<file path="src/rtl/key_frequency_table_min_max_assert.svh">
// Assertion macros used by the key frequency table top level.
`ifndef KEY_FREQUENCY_TABLE_MIN_MAX_ASSERT_SVH
`define KEY_FREQUENCY_TABLE_MIN_MAX_ASSERT_SVH

// Check that the consequent holds in the same cycle as the antecedent.
`define KFT_ASSERT_NOW(label, clk, rst, ante, cons, msg) \
   label: assert property (@(posedge clk) disable iff (rst) (ante) |-> (cons)) \
      else $error(msg);

// Check that the consequent holds in the cycle after the antecedent.
`define KFT_ASSERT_NEXT(label, clk, rst, ante, cons, msg) \
   label: assert property (@(posedge clk) disable iff (rst) (ante) |=> (cons)) \
      else $error(msg);

`endif

</file>
<file path="src/rtl/kft_pkg.sv">
// Shared types and constants of the key frequency table.
package kft_pkg;

   localparam int TABLE_ENTRIES = 64;
   localparam int SLOT_BITS     = $clog2(TABLE_ENTRIES);
   localparam int KEY_BITS      = 32;
   localparam int COUNT_BITS    = 16;

   localparam logic [COUNT_BITS-1:0] COUNT_MAX  = {COUNT_BITS{1'b1}};
   localparam logic [COUNT_BITS-1:0] COUNT_ONE  = {{(COUNT_BITS-1){1'b0}}, 1'b1};
   localparam logic [COUNT_BITS-1:0] COUNT_ZERO = {COUNT_BITS{1'b0}};
   localparam logic [SLOT_BITS-1:0]  LAST_SLOT  = SLOT_BITS'(TABLE_ENTRIES - 1);
   localparam logic [SLOT_BITS:0]    ISSUE_END  = (SLOT_BITS+1)'(TABLE_ENTRIES);

   // Command codes
   localparam logic CMD_INC = 1'b0;
   localparam logic CMD_DEC = 1'b1;

   typedef logic [KEY_BITS-1:0]   key_type;
   typedef logic [COUNT_BITS-1:0] count_type;
   typedef logic [SLOT_BITS-1:0]  slot_type;

   // One stored slot: key and its count
   typedef struct packed {
      key_type   key;
      count_type count;
   } kft_entry_type;

   // One candidate offered to the min/max tracker
   typedef struct packed {
      logic      vld;
      slot_type  slot;
      key_type   key;
      count_type count;
   } kft_cand_type;

   typedef enum logic [3:0] {
      ST_IDLE   = 4'b0001,
      ST_SCAN   = 4'b0010,
      ST_FINISH = 4'b0100,
      ST_REPLY  = 4'b1000
   } kft_state_type;

endpackage

</file>
<file path="src/rtl/kft_slot_ram.sv">
// Slot memory holding key and count, one write and one registered read port.
module kft_slot_ram (
   input  logic                  clock,
   input  logic                  rd_en,
   input  kft_pkg::slot_type     rd_addr,
   output kft_pkg::kft_entry_type rd_data,
   input  logic                  wr_en,
   input  kft_pkg::slot_type     wr_addr,
   input  kft_pkg::kft_entry_type wr_data
);
   import kft_pkg::*;

   kft_entry_type mem_ff [TABLE_ENTRIES];
   kft_entry_type rd_data_ff;

   // Write the addressed slot
   always_ff @(posedge clock) begin
      if (wr_en) begin
         mem_ff[wr_addr] <= wr_data;
      end
   end

   // Register the read data
   always_ff @(posedge clock) begin
      if (rd_en) begin
         rd_data_ff <= mem_ff[rd_addr];
      end
   end

   assign rd_data = rd_data_ff;

endmodule

</file>
<file path="src/rtl/kft_scan.sv">
// Running min/max tracker: one candidate per cycle, ties go to the lower slot.
module kft_scan (
   input  logic                 clock,
   input  logic                 reset,
   input  logic                 clear,
   input  kft_pkg::kft_cand_type cand,
   output logic                 any_keys,
   output kft_pkg::key_type     hi_key,
   output kft_pkg::key_type     lo_key
);
   import kft_pkg::*;

   logic      any_ff,     any_in;
   count_type hi_cnt_ff,  hi_cnt_in;
   slot_type  hi_slot_ff, hi_slot_in;
   key_type   hi_key_ff,  hi_key_in;
   count_type lo_cnt_ff,  lo_cnt_in;
   slot_type  lo_slot_ff, lo_slot_in;
   key_type   lo_key_ff,  lo_key_in;

   logic hi_win;
   logic lo_win;

   // Compare the candidate against the current extremes
   always_comb begin
      hi_win = cand.vld && (!any_ff || (cand.count > hi_cnt_ff) ||
               ((cand.count == hi_cnt_ff) && (cand.slot < hi_slot_ff)));
      lo_win = cand.vld && (!any_ff || (cand.count < lo_cnt_ff) ||
               ((cand.count == lo_cnt_ff) && (cand.slot < lo_slot_ff)));

      any_in     = any_ff | cand.vld;
      hi_cnt_in  = hi_cnt_ff;
      hi_slot_in = hi_slot_ff;
      hi_key_in  = hi_key_ff;
      lo_cnt_in  = lo_cnt_ff;
      lo_slot_in = lo_slot_ff;
      lo_key_in  = lo_key_ff;

      if (hi_win) begin
         hi_cnt_in  = cand.count;
         hi_slot_in = cand.slot;
         hi_key_in  = cand.key;
      end
      if (lo_win) begin
         lo_cnt_in  = cand.count;
         lo_slot_in = cand.slot;
         lo_key_in  = cand.key;
      end
      if (clear) begin
         any_in = 1'b0;
      end
   end

   // Hold the valid flag under reset
   always_ff @(posedge clock) begin
      if (reset) begin
         any_ff <= 1'b0;
      end else begin
         any_ff <= any_in;
      end
   end

   // Advance the extremes
   always_ff @(posedge clock) begin
      hi_cnt_ff  <= hi_cnt_in;
      hi_slot_ff <= hi_slot_in;
      hi_key_ff  <= hi_key_in;
      lo_cnt_ff  <= lo_cnt_in;
      lo_slot_ff <= lo_slot_in;
      lo_key_ff  <= lo_key_in;
   end

   assign any_keys = any_ff;
   assign hi_key   = hi_key_ff;
   assign lo_key   = lo_key_ff;

endmodule

</file>
<file path="src/rtl/key_frequency_table_min_max.sv">
// Key frequency table with highest and lowest count report, top level.
//
// Usage:
//   Input transaction (req_valid/req_stall): req_command 0 increments the
//   count of req_key, 1 decrements it. A new key takes the lowest free slot;
//   a count reaching zero frees its slot. The block stalls req_ while it
//   works on one transaction.
//   Result transaction (rsp_valid/rsp_stall): one per input, with has_keys,
//   the keys of highest and lowest count (lowest slot on ties), the touched
//   key's count and the table_full / saturated flags.
//   Sequence: each transaction reads all 64 slots once through the single
//   read port of the slot memory, applying the update and tracking min/max
//   on the fly; then the finish step writes back the slot and the reply step
//   loads the result register. A new transaction is taken only after the
//   reply step, once the block is back in idle.
//   A stalled result holds in the output register; the next transaction is
//   accepted meanwhile and waits at its reply step until the register frees.
//   Reset clears all valid marks at once; no clearing pass is needed.
module key_frequency_table_min_max (
   input  logic              clock,
   input  logic              reset,
   input  logic              req_valid,
   output logic              req_stall,
   input  logic              req_command,
   input  kft_pkg::key_type  req_key,
   output logic              rsp_valid,
   input  logic              rsp_stall,
   output logic              rsp_has_keys,
   output kft_pkg::key_type  rsp_max_key,
   output kft_pkg::key_type  rsp_min_key,
   output kft_pkg::count_type rsp_key_count,
   output logic              rsp_table_full,
   output logic              rsp_saturated
);
   import kft_pkg::*;
   `include "key_frequency_table_min_max_assert.svh"

   kft_state_type state_ff, state_in;

   logic                   cmd_ff,        cmd_in;
   key_type                key_ff,        key_in;
   logic [SLOT_BITS:0]     issue_ff,      issue_in;
   logic                   chk_vld_ff,    chk_vld_in;
   slot_type               chk_slot_ff,   chk_slot_in;
   logic [TABLE_ENTRIES-1:0] slot_valid_ff, slot_valid_in;
   logic                   match_ff,      match_in;
   slot_type               match_slot_ff, match_slot_in;
   count_type              new_cnt_ff,    new_cnt_in;
   logic                   drop_ff,       drop_in;
   logic                   sat_ff,        sat_in;
   logic                   free_ff,       free_in;
   slot_type               free_slot_ff,  free_slot_in;

   logic                   rsp_valid_ff,     rsp_valid_in;
   logic                   rsp_has_keys_ff,  rsp_has_keys_in;
   key_type                rsp_max_key_ff,   rsp_max_key_in;
   key_type                rsp_min_key_ff,   rsp_min_key_in;
   count_type              rsp_key_count_ff, rsp_key_count_in;
   logic                   rsp_full_ff,      rsp_full_in;
   logic                   rsp_sat_ff,       rsp_sat_in;

   logic          req_take;
   logic          rsp_take;
   logic          out_free;
   logic          rd_en;
   kft_entry_type rd_data;
   logic          wr_en;
   slot_type      wr_addr;
   kft_entry_type wr_data;
   logic          cur_valid;
   logic          hit;
   logic          at_max;
   count_type     upd_cnt;
   logic          upd_drop;
   logic          alloc;
   logic          scan_clear;
   kft_cand_type  cand;
   logic          any_keys;
   key_type       hi_key;
   key_type       lo_key;

   assign req_take = req_valid && !req_stall;
   assign rsp_take = rsp_valid_ff && !rsp_stall;
   assign out_free = !rsp_valid_ff || !rsp_stall;

   // Decode the slot under check
   always_comb begin
      cur_valid = slot_valid_ff[chk_slot_ff];
      hit       = chk_vld_ff && cur_valid && (rd_data.key == key_ff);
      at_max    = (rd_data.count == COUNT_MAX);
      upd_drop  = (cmd_ff == CMD_DEC) && (rd_data.count <= COUNT_ONE);
      if (cmd_ff == CMD_INC) begin
         upd_cnt = at_max ? rd_data.count : rd_data.count + COUNT_ONE;
      end else begin
         upd_cnt = rd_data.count - COUNT_ONE;
      end
      alloc = (cmd_ff == CMD_INC) && !match_ff && free_ff;
   end

   // Select the candidate for the tracker: scanned slot or newly taken slot
   always_comb begin
      if (state_ff == ST_FINISH) begin
         cand.vld   = alloc;
         cand.slot  = free_slot_ff;
         cand.key   = key_ff;
         cand.count = COUNT_ONE;
      end else begin
         cand.vld   = chk_vld_ff && cur_valid && !(hit && upd_drop);
         cand.slot  = chk_slot_ff;
         cand.key   = rd_data.key;
         cand.count = hit ? upd_cnt : rd_data.count;
      end
   end

   // Sequence one transaction: scan, write back, reply
   always_comb begin
      state_in      = state_ff;
      cmd_in        = cmd_ff;
      key_in        = key_ff;
      issue_in      = issue_ff;
      chk_vld_in    = 1'b0;
      chk_slot_in   = issue_ff[SLOT_BITS-1:0];
      slot_valid_in = slot_valid_ff;
      match_in      = match_ff;
      match_slot_in = match_slot_ff;
      new_cnt_in    = new_cnt_ff;
      drop_in       = drop_ff;
      sat_in        = sat_ff;
      free_in       = free_ff;
      free_slot_in  = free_slot_ff;
      rd_en         = 1'b0;
      wr_en         = 1'b0;
      wr_addr       = match_ff ? match_slot_ff : free_slot_ff;
      wr_data.key   = key_ff;
      wr_data.count = match_ff ? new_cnt_ff : COUNT_ONE;
      scan_clear    = 1'b0;

      rsp_valid_in     = rsp_take ? 1'b0 : rsp_valid_ff;
      rsp_has_keys_in  = rsp_has_keys_ff;
      rsp_max_key_in   = rsp_max_key_ff;
      rsp_min_key_in   = rsp_min_key_ff;
      rsp_key_count_in = rsp_key_count_ff;
      rsp_full_in      = rsp_full_ff;
      rsp_sat_in       = rsp_sat_ff;

      case (state_ff)
         ST_IDLE: begin
            if (req_take) begin
               cmd_in     = req_command;
               key_in     = req_key;
               issue_in   = '0;
               match_in   = 1'b0;
               drop_in    = 1'b0;
               sat_in     = 1'b0;
               free_in    = 1'b0;
               scan_clear = 1'b1;
               state_in   = ST_SCAN;
            end
         end
         ST_SCAN: begin
            // issue the next slot read
            if (issue_ff < ISSUE_END) begin
               rd_en      = 1'b1;
               chk_vld_in = 1'b1;
               issue_in   = issue_ff + 1'b1;
            end
            // note the key's slot and the first free slot
            if (hit) begin
               match_in      = 1'b1;
               match_slot_in = chk_slot_ff;
               new_cnt_in    = upd_cnt;
               drop_in       = upd_drop;
               sat_in        = (cmd_ff == CMD_INC) && at_max;
            end
            if (chk_vld_ff && !cur_valid && !free_ff) begin
               free_in      = 1'b1;
               free_slot_in = chk_slot_ff;
            end
            if (chk_vld_ff && (chk_slot_ff == LAST_SLOT)) begin
               state_in = ST_FINISH;
            end
         end
         ST_FINISH: begin
            // write back the touched slot, or free it if its count dropped to zero
            if (match_ff) begin
               wr_en = !drop_ff;
               if (drop_ff) begin
                  slot_valid_in[match_slot_ff] = 1'b0;
               end
            end else if (alloc) begin
               wr_en = 1'b1;
               slot_valid_in[free_slot_ff] = 1'b1;
            end
            state_in = ST_REPLY;
         end
         ST_REPLY: begin
            if (out_free) begin
               rsp_valid_in     = 1'b1;
               rsp_has_keys_in  = any_keys;
               rsp_max_key_in   = any_keys ? hi_key : '0;
               rsp_min_key_in   = any_keys ? lo_key : '0;
               rsp_full_in      = (cmd_ff == CMD_INC) && !match_ff && !free_ff;
               rsp_sat_in       = match_ff && sat_ff;
               if (match_ff) begin
                  rsp_key_count_in = drop_ff ? COUNT_ZERO : new_cnt_ff;
               end else begin
                  rsp_key_count_in = alloc ? COUNT_ONE : COUNT_ZERO;
               end
               state_in = ST_IDLE;
            end
         end
         default: begin
            state_in = ST_IDLE;
         end
      endcase
   end

   // Hold control state under reset
   always_ff @(posedge clock) begin
      if (reset) begin
         state_ff      <= ST_IDLE;
         chk_vld_ff    <= 1'b0;
         slot_valid_ff <= '0;
         rsp_valid_ff  <= 1'b0;
      end else begin
         state_ff      <= state_in;
         chk_vld_ff    <= chk_vld_in;
         slot_valid_ff <= slot_valid_in;
         rsp_valid_ff  <= rsp_valid_in;
      end
   end

   // Advance the payload registers
   always_ff @(posedge clock) begin
      cmd_ff           <= cmd_in;
      key_ff           <= key_in;
      issue_ff         <= issue_in;
      chk_slot_ff      <= chk_slot_in;
      match_ff         <= match_in;
      match_slot_ff    <= match_slot_in;
      new_cnt_ff       <= new_cnt_in;
      drop_ff          <= drop_in;
      sat_ff           <= sat_in;
      free_ff          <= free_in;
      free_slot_ff     <= free_slot_in;
      rsp_has_keys_ff  <= rsp_has_keys_in;
      rsp_max_key_ff   <= rsp_max_key_in;
      rsp_min_key_ff   <= rsp_min_key_in;
      rsp_key_count_ff <= rsp_key_count_in;
      rsp_full_ff      <= rsp_full_in;
      rsp_sat_ff       <= rsp_sat_in;
   end

   kft_slot_ram u_ram (
      .clock   (clock),
      .rd_en   (rd_en),
      .rd_addr (issue_ff[SLOT_BITS-1:0]),
      .rd_data (rd_data),
      .wr_en   (wr_en),
      .wr_addr (wr_addr),
      .wr_data (wr_data)
   );

   kft_scan u_scan (
      .clock    (clock),
      .reset    (reset),
      .clear    (scan_clear),
      .cand     (cand),
      .any_keys (any_keys),
      .hi_key   (hi_key),
      .lo_key   (lo_key)
   );

   assign req_stall      = (state_ff != ST_IDLE);
   assign rsp_valid      = rsp_valid_ff;
   assign rsp_has_keys   = rsp_has_keys_ff;
   assign rsp_max_key    = rsp_max_key_ff;
   assign rsp_min_key    = rsp_min_key_ff;
   assign rsp_key_count  = rsp_key_count_ff;
   assign rsp_table_full = rsp_full_ff;
   assign rsp_saturated  = rsp_sat_ff;

   `KFT_ASSERT_NEXT(a_accept_starts_scan, clock, reset, req_take, state_ff == ST_SCAN, "accepted transaction did not start a scan")
   `KFT_ASSERT_NOW(a_result_from_reply, clock, reset, $rose(rsp_valid_ff), $past(state_ff == ST_REPLY), "result appeared outside the reply step")
   `KFT_ASSERT_NOW(a_finish_after_last, clock, reset, state_ff == ST_FINISH, $past(chk_vld_ff && (chk_slot_ff == LAST_SLOT)), "write back before the last slot was checked")
   `KFT_ASSERT_NOW(a_flags_exclusive, clock, reset, rsp_valid_ff, !(rsp_full_ff && rsp_sat_ff), "table_full and saturated both set")
   `KFT_ASSERT_NOW(a_empty_keys_zero, clock, reset, rsp_valid_ff && !rsp_has_keys_ff, (rsp_max_key_ff == '0) && (rsp_min_key_ff == '0), "empty table reported nonzero keys")

endmodule
</file>
<file path="config.mk">
export PLATFORM = sky130hd
export DESIGN_NAME = key_frequency_table_min_max
export DESIGN_NICKNAME = d
export VERILOG_FILES = /design/src/rtl/kft_pkg.sv /design/src/rtl/kft_slot_ram.sv /design/src/rtl/kft_scan.sv /design/src/rtl/key_frequency_table_min_max.sv
export VERILOG_INCLUDE_DIRS = /design/src /design/src/rtl
export SDC_FILE = /design/constraint.sdc
export NUM_CORES = 2
export LEC_CHECK = 0
export BUFFER_PORTS_ARGS = -buffer_cell sky130_fd_sc_hd__buf_2
export CAP_MARGIN = 20
export CELL_PAD_IN_SITES_DETAIL_PLACEMENT = 1
export CELL_PAD_IN_SITES_GLOBAL_PLACEMENT = 1
export CORE_MARGIN = 1
export CORE_UTILIZATION = 55
export CTS_CLUSTER_DIAMETER = 200
export DETAILED_ROUTE_END_ITERATION = 10
export PLACE_DENSITY = 0.86
export SYNTH_ARGS = -nofsm -noshare
export SYNTH_HDL_FRONTEND = slang
export SYNTH_HIERARCHICAL = 1
export SYNTH_SLANG_ARGS = --single-unit
</file>
<file path="constraint.sdc">
create_clock -name clock -period 11.65 [get_ports clock]
set_input_delay 1.7475 -clock clock [delete_from_list [all_inputs] [get_ports clock]]
set_output_delay 1.7475 -clock clock [all_outputs]
set_load 0.005 [all_outputs]
</file>
==> key figures <==
Clocking
  • Clock latency on the worst-skew pair: 1040 ps
  • CTS Hold Bufs: 0
  • Clk sink count: 3,460
  • Post-CTS resize count: 0
  • Num CTS Buffers: 339
  • Root Buffer Master: clkbuf_16
  • CTS max path bufs: 4
  • CTS H-Tree Depth: 5
  • Post-CTS Setup Inserts: 0
  • Clk pin slew, worst setup/hold paths: 70 ps
  • CTS tree: yes

Floorplanning
  • Die Span Y: 493.7 um
  • Starting Density: 55.29%
  • Row count: 180
  • Die area: 243,800 um2
  • # IOs: 122
  • Core ar.: 240,500 um2
  • Die Wd: 493.7 um

Worst setup path
  • Critical path launch point: key_ff[11]
  • CP endpoint: u_scan/lo_key[1]
  • CP Capture Type: flop
  • Reg2reg start: key_ff[11]
  • Worst Path Required: 12,290 ps
  • CP max FO: 66
  • CP startpoint kind: flop
  • R2r endpoint: u_scan/lo_key[1]
  • Reg2reg setup slack: 4160 ps
  • FF-to-FF path depth: 14
  • Worst endpoint data arrival time: 8140 ps
  • Kind of critical path: flop to flop

Logic synthesis
  • Post-synthesis cell type count: 66
  • Sequential share of the synthesized area: 77.55%
  • Post-Syn Instances: 6,303
  • #FFs+latches synth: 3,460
  • Top_reg_cell synth: edfxtp_1
  • Ys Warns: 6
  • Largest cells by area after synthesis: edfxtp_1, mux4_2, dfxtp_1
  • Post-synth EDFFs: 3,383
  • Share of the synthesized area in the top cell type: 76.39%
  • Area leader, netlist: edfxtp_1
  • Mean area per synthesized cell: 21.10 um2
  • Asr flop ratio synth: 0%
  • Syn nets: 6,386
  • Post-Syn Area: 133,000 um2

Pwr
  • PD cells: 184.1 nW/um2
  • Clock power frac: 41.3%
  • Switching Share: 24.80%
  • Combinational Power Share: 8.4%
  • P_int: 20.62 mW
  • Flop pwr share: 50.3%
  • Peak VDD IR: 207.1 uV
  • Pleak: 46.69 nW
  • Psw: 6.801 mW

Place
  • Dpl hpwl: 225.0 mm
  • Cell Area, Placed: 138,100 um2
  • Worst slack at placement: 5083 ps
  • Gpl congestion: 0.8670
  • Port Buf Inserts: 121

Cells and area
  • Final Instance Area: 149,000 um2
  • Share of cells above drive strength 1: 24.89%
  • Fin nets: 6,714
  • Sequential cell area: 103,100 um2
  • Syn-to-layout area delta: 12.02%
  • Multi-input logic area: 28,430 um2
  • Fill cells: 19.50k

STA
  • Max-slew violations: 4
  • FMAX: 133.4 MHz
  • Slew HR: -28.36%
  • Final hold vios: 0
  • Tcrit/Tclk final: 64.32%
  • Hold WS: 419.2 ps
  • Setup TNS: 0 ps
  • RSZ-0062 raised after global routing: no
  • Worst slew pin tran: 1925 ps
  • Worst clock skew: 94.95 ps
  • # setup viols final: 0
  • PnR worst setup slack: 4157 ps
  • Final min period: 7493 ps

Detailed routing
  • Drt total wl: 476.8 mm
  • Pre-Repair DR Iteration Count: 5
  • # DRC: 0
  • Via count: 77.27k
  • DR WL/cell: 47.19 um
  • Iteration-0 DRC Markers: 15.28k
  • Vias/cell: 7.648
  • ANT nets after route: 0

Global route
  • Gr usage total: 36.77%
  • Largest net degree at the start of global routing: 120
  • Gr ovfl total: 0
  • Initial antenna violation count: 32
  • Global-route wire length before repair: 614.6 mm
  • Vias in the first global route: 76.90k

Hold path
  • Hold Crit Class: flop to flop

Status
  • Failing checks: capacitance limit, slew limit
  • Status: finished with violations

Job
  • Max-capacitance violation count: 2
-- synthesized netlist by cell type (all sizes together), types with 39 or more instances --
library cell and instances:
ha 46, a21oi 173, inv 62, dfxtp 77, nor2 193, a22o 59, clkbuf 158, and2 93
nor2b 46, a221oi 83, xor2 40, mux2i 85, edfxtp 3383, a22oi 82, nand2 234, mux4 760
a211oi 59, buf 191, o21ai 39, o22ai 125
-- worst max-delay path, stage by stage (launching register included) --
cell	delay (ps)
edfxtp_1	370
buf_4	600
xor2_1	270
nor4_1	1160
nand4_1	500
or3_1	860
or2_2	590
o21ai_0	540
ha_1	350
nor2b_1	140
o211ai_1	150
a2111oi_0	120
o41a_1	370
a21oi_4	520
buf_4	470
-- state kept, by name, summed over array words and instances, names as in the netlist, 7 cells and up --
register	cells
u_scan/lo_cnt_ff	16
u_ram/rd_data	48
slot_valid_ff	64
issue_ff	7
u_scan/lo_key	32
rsp_max_key	32
rsp_key_count	16
u_ram/mem_ff	3072
new_cnt_ff	16
key_ff	32
rsp_min_key	32
u_scan/hi_key	32
u_scan/hi_cnt_ff	16
-- layout by cell type (no fill, tap or decap), types with 61 or more instances in the layout --
master	synthesis	routed
buf_4	62	195
clkbuf_16	0	345
nor2_1	193	127
edfxtp_1	3383	3383
o22ai_1	125	125
nand2_1	234	232
a21oi_1	173	171
clkinv_2	0	71
mux2i_1	85	85
mux4_2	760	760
inv_1	62	61
dfxtp_1	77	76
buf_2	102	122
nor2_4	0	65
and2_1	90	74
a22oi_1	81	81
a221oi_1	83	83
-- per-stage QoR --
| stage | power (mW) | util [%] | instances |
|---|---|---|---|
| CTS | 27.01 | 61.85 | 10060 |
| finish | 27.42 | 61.93 | 10100 |
| detailed placement | 16.13 | 57.43 | 9470 |
| global route | 27.68 | 61.91 | 10080 |
| floorplan | 15.37 | - | 6303 |
| global placement | 16.02 | 57.40 | 9466 |
-- worst min-delay path by stage --
stage	startpoint	end	slack, ps	cells after the start
detailed placement	issue_ff[1]	chk_slot_ff[1]	380	0
CTS	issue_ff[1]	chk_slot_ff[1]	420	0
global route	issue_ff[1]	chk_slot_ff[1]	430	0
floorplan	issue_ff[1]	chk_slot_ff[1]	380	0
finish	issue_ff[1]	chk_slot_ff[1]	420	0
global placement	issue_ff[1]	chk_slot_ff[1]	360	0
-- cell type report --
type / instances / share of cell area (%)
Antenna cell: 36 / 0.06047
Sequential cell: 3460 / 69.23
Tap cell: 3185 / 2.675
Clock buffer: 405 / 5.973
Timing Repair Buffer: 336 / 1.658
Clock inverter: 188 / 1.162
Inverter: 63 / 0.1587
Multi-Input combinational cell: 2431 / 19.08
-- power groups by stage --
stage | Clock (mW) | Sequential (mW) | Combinational (mW)
2_1_floorplan | 0 | 14.1 | 1.23
3_3_place_gp | 0 | 14.1 | 1.97
3_5_place_dp | 0 | 14.1 | 2.07
4_1_cts | 11.1 | 13.8 | 2.16
5_1_grt | 11.6 | 13.8 | 2.30
6_report | 11.3 | 13.8 | 2.31
-- kinds of logic (layout without fill, tap and decap cells) --
kind of cell,count (synthesis),in the layout,synth area share (%)
AOI/OAI and AO/OA,722,722,3.769
and+or+nand+nor,749,749,2.719
DFF,3460,3460,77.55
adders and majority gates,46,46,0.4328
muxes,866,866,13.69
buffers and inverters,412,992,1.526
xor gates and xnor gates,48,48,0.3161
other,0,36,0
-- routing by layer --
layer  share of wire (%)  up-vias  GRT usage, %
li1                    -    26990             -
met1                  29    38790         44.83
met2                  45     9017         57.24
met3                  15     2466         9.470
met4                  10       12         27.17
met5               0.022        -             0
(Power assumes the default switching activity.)
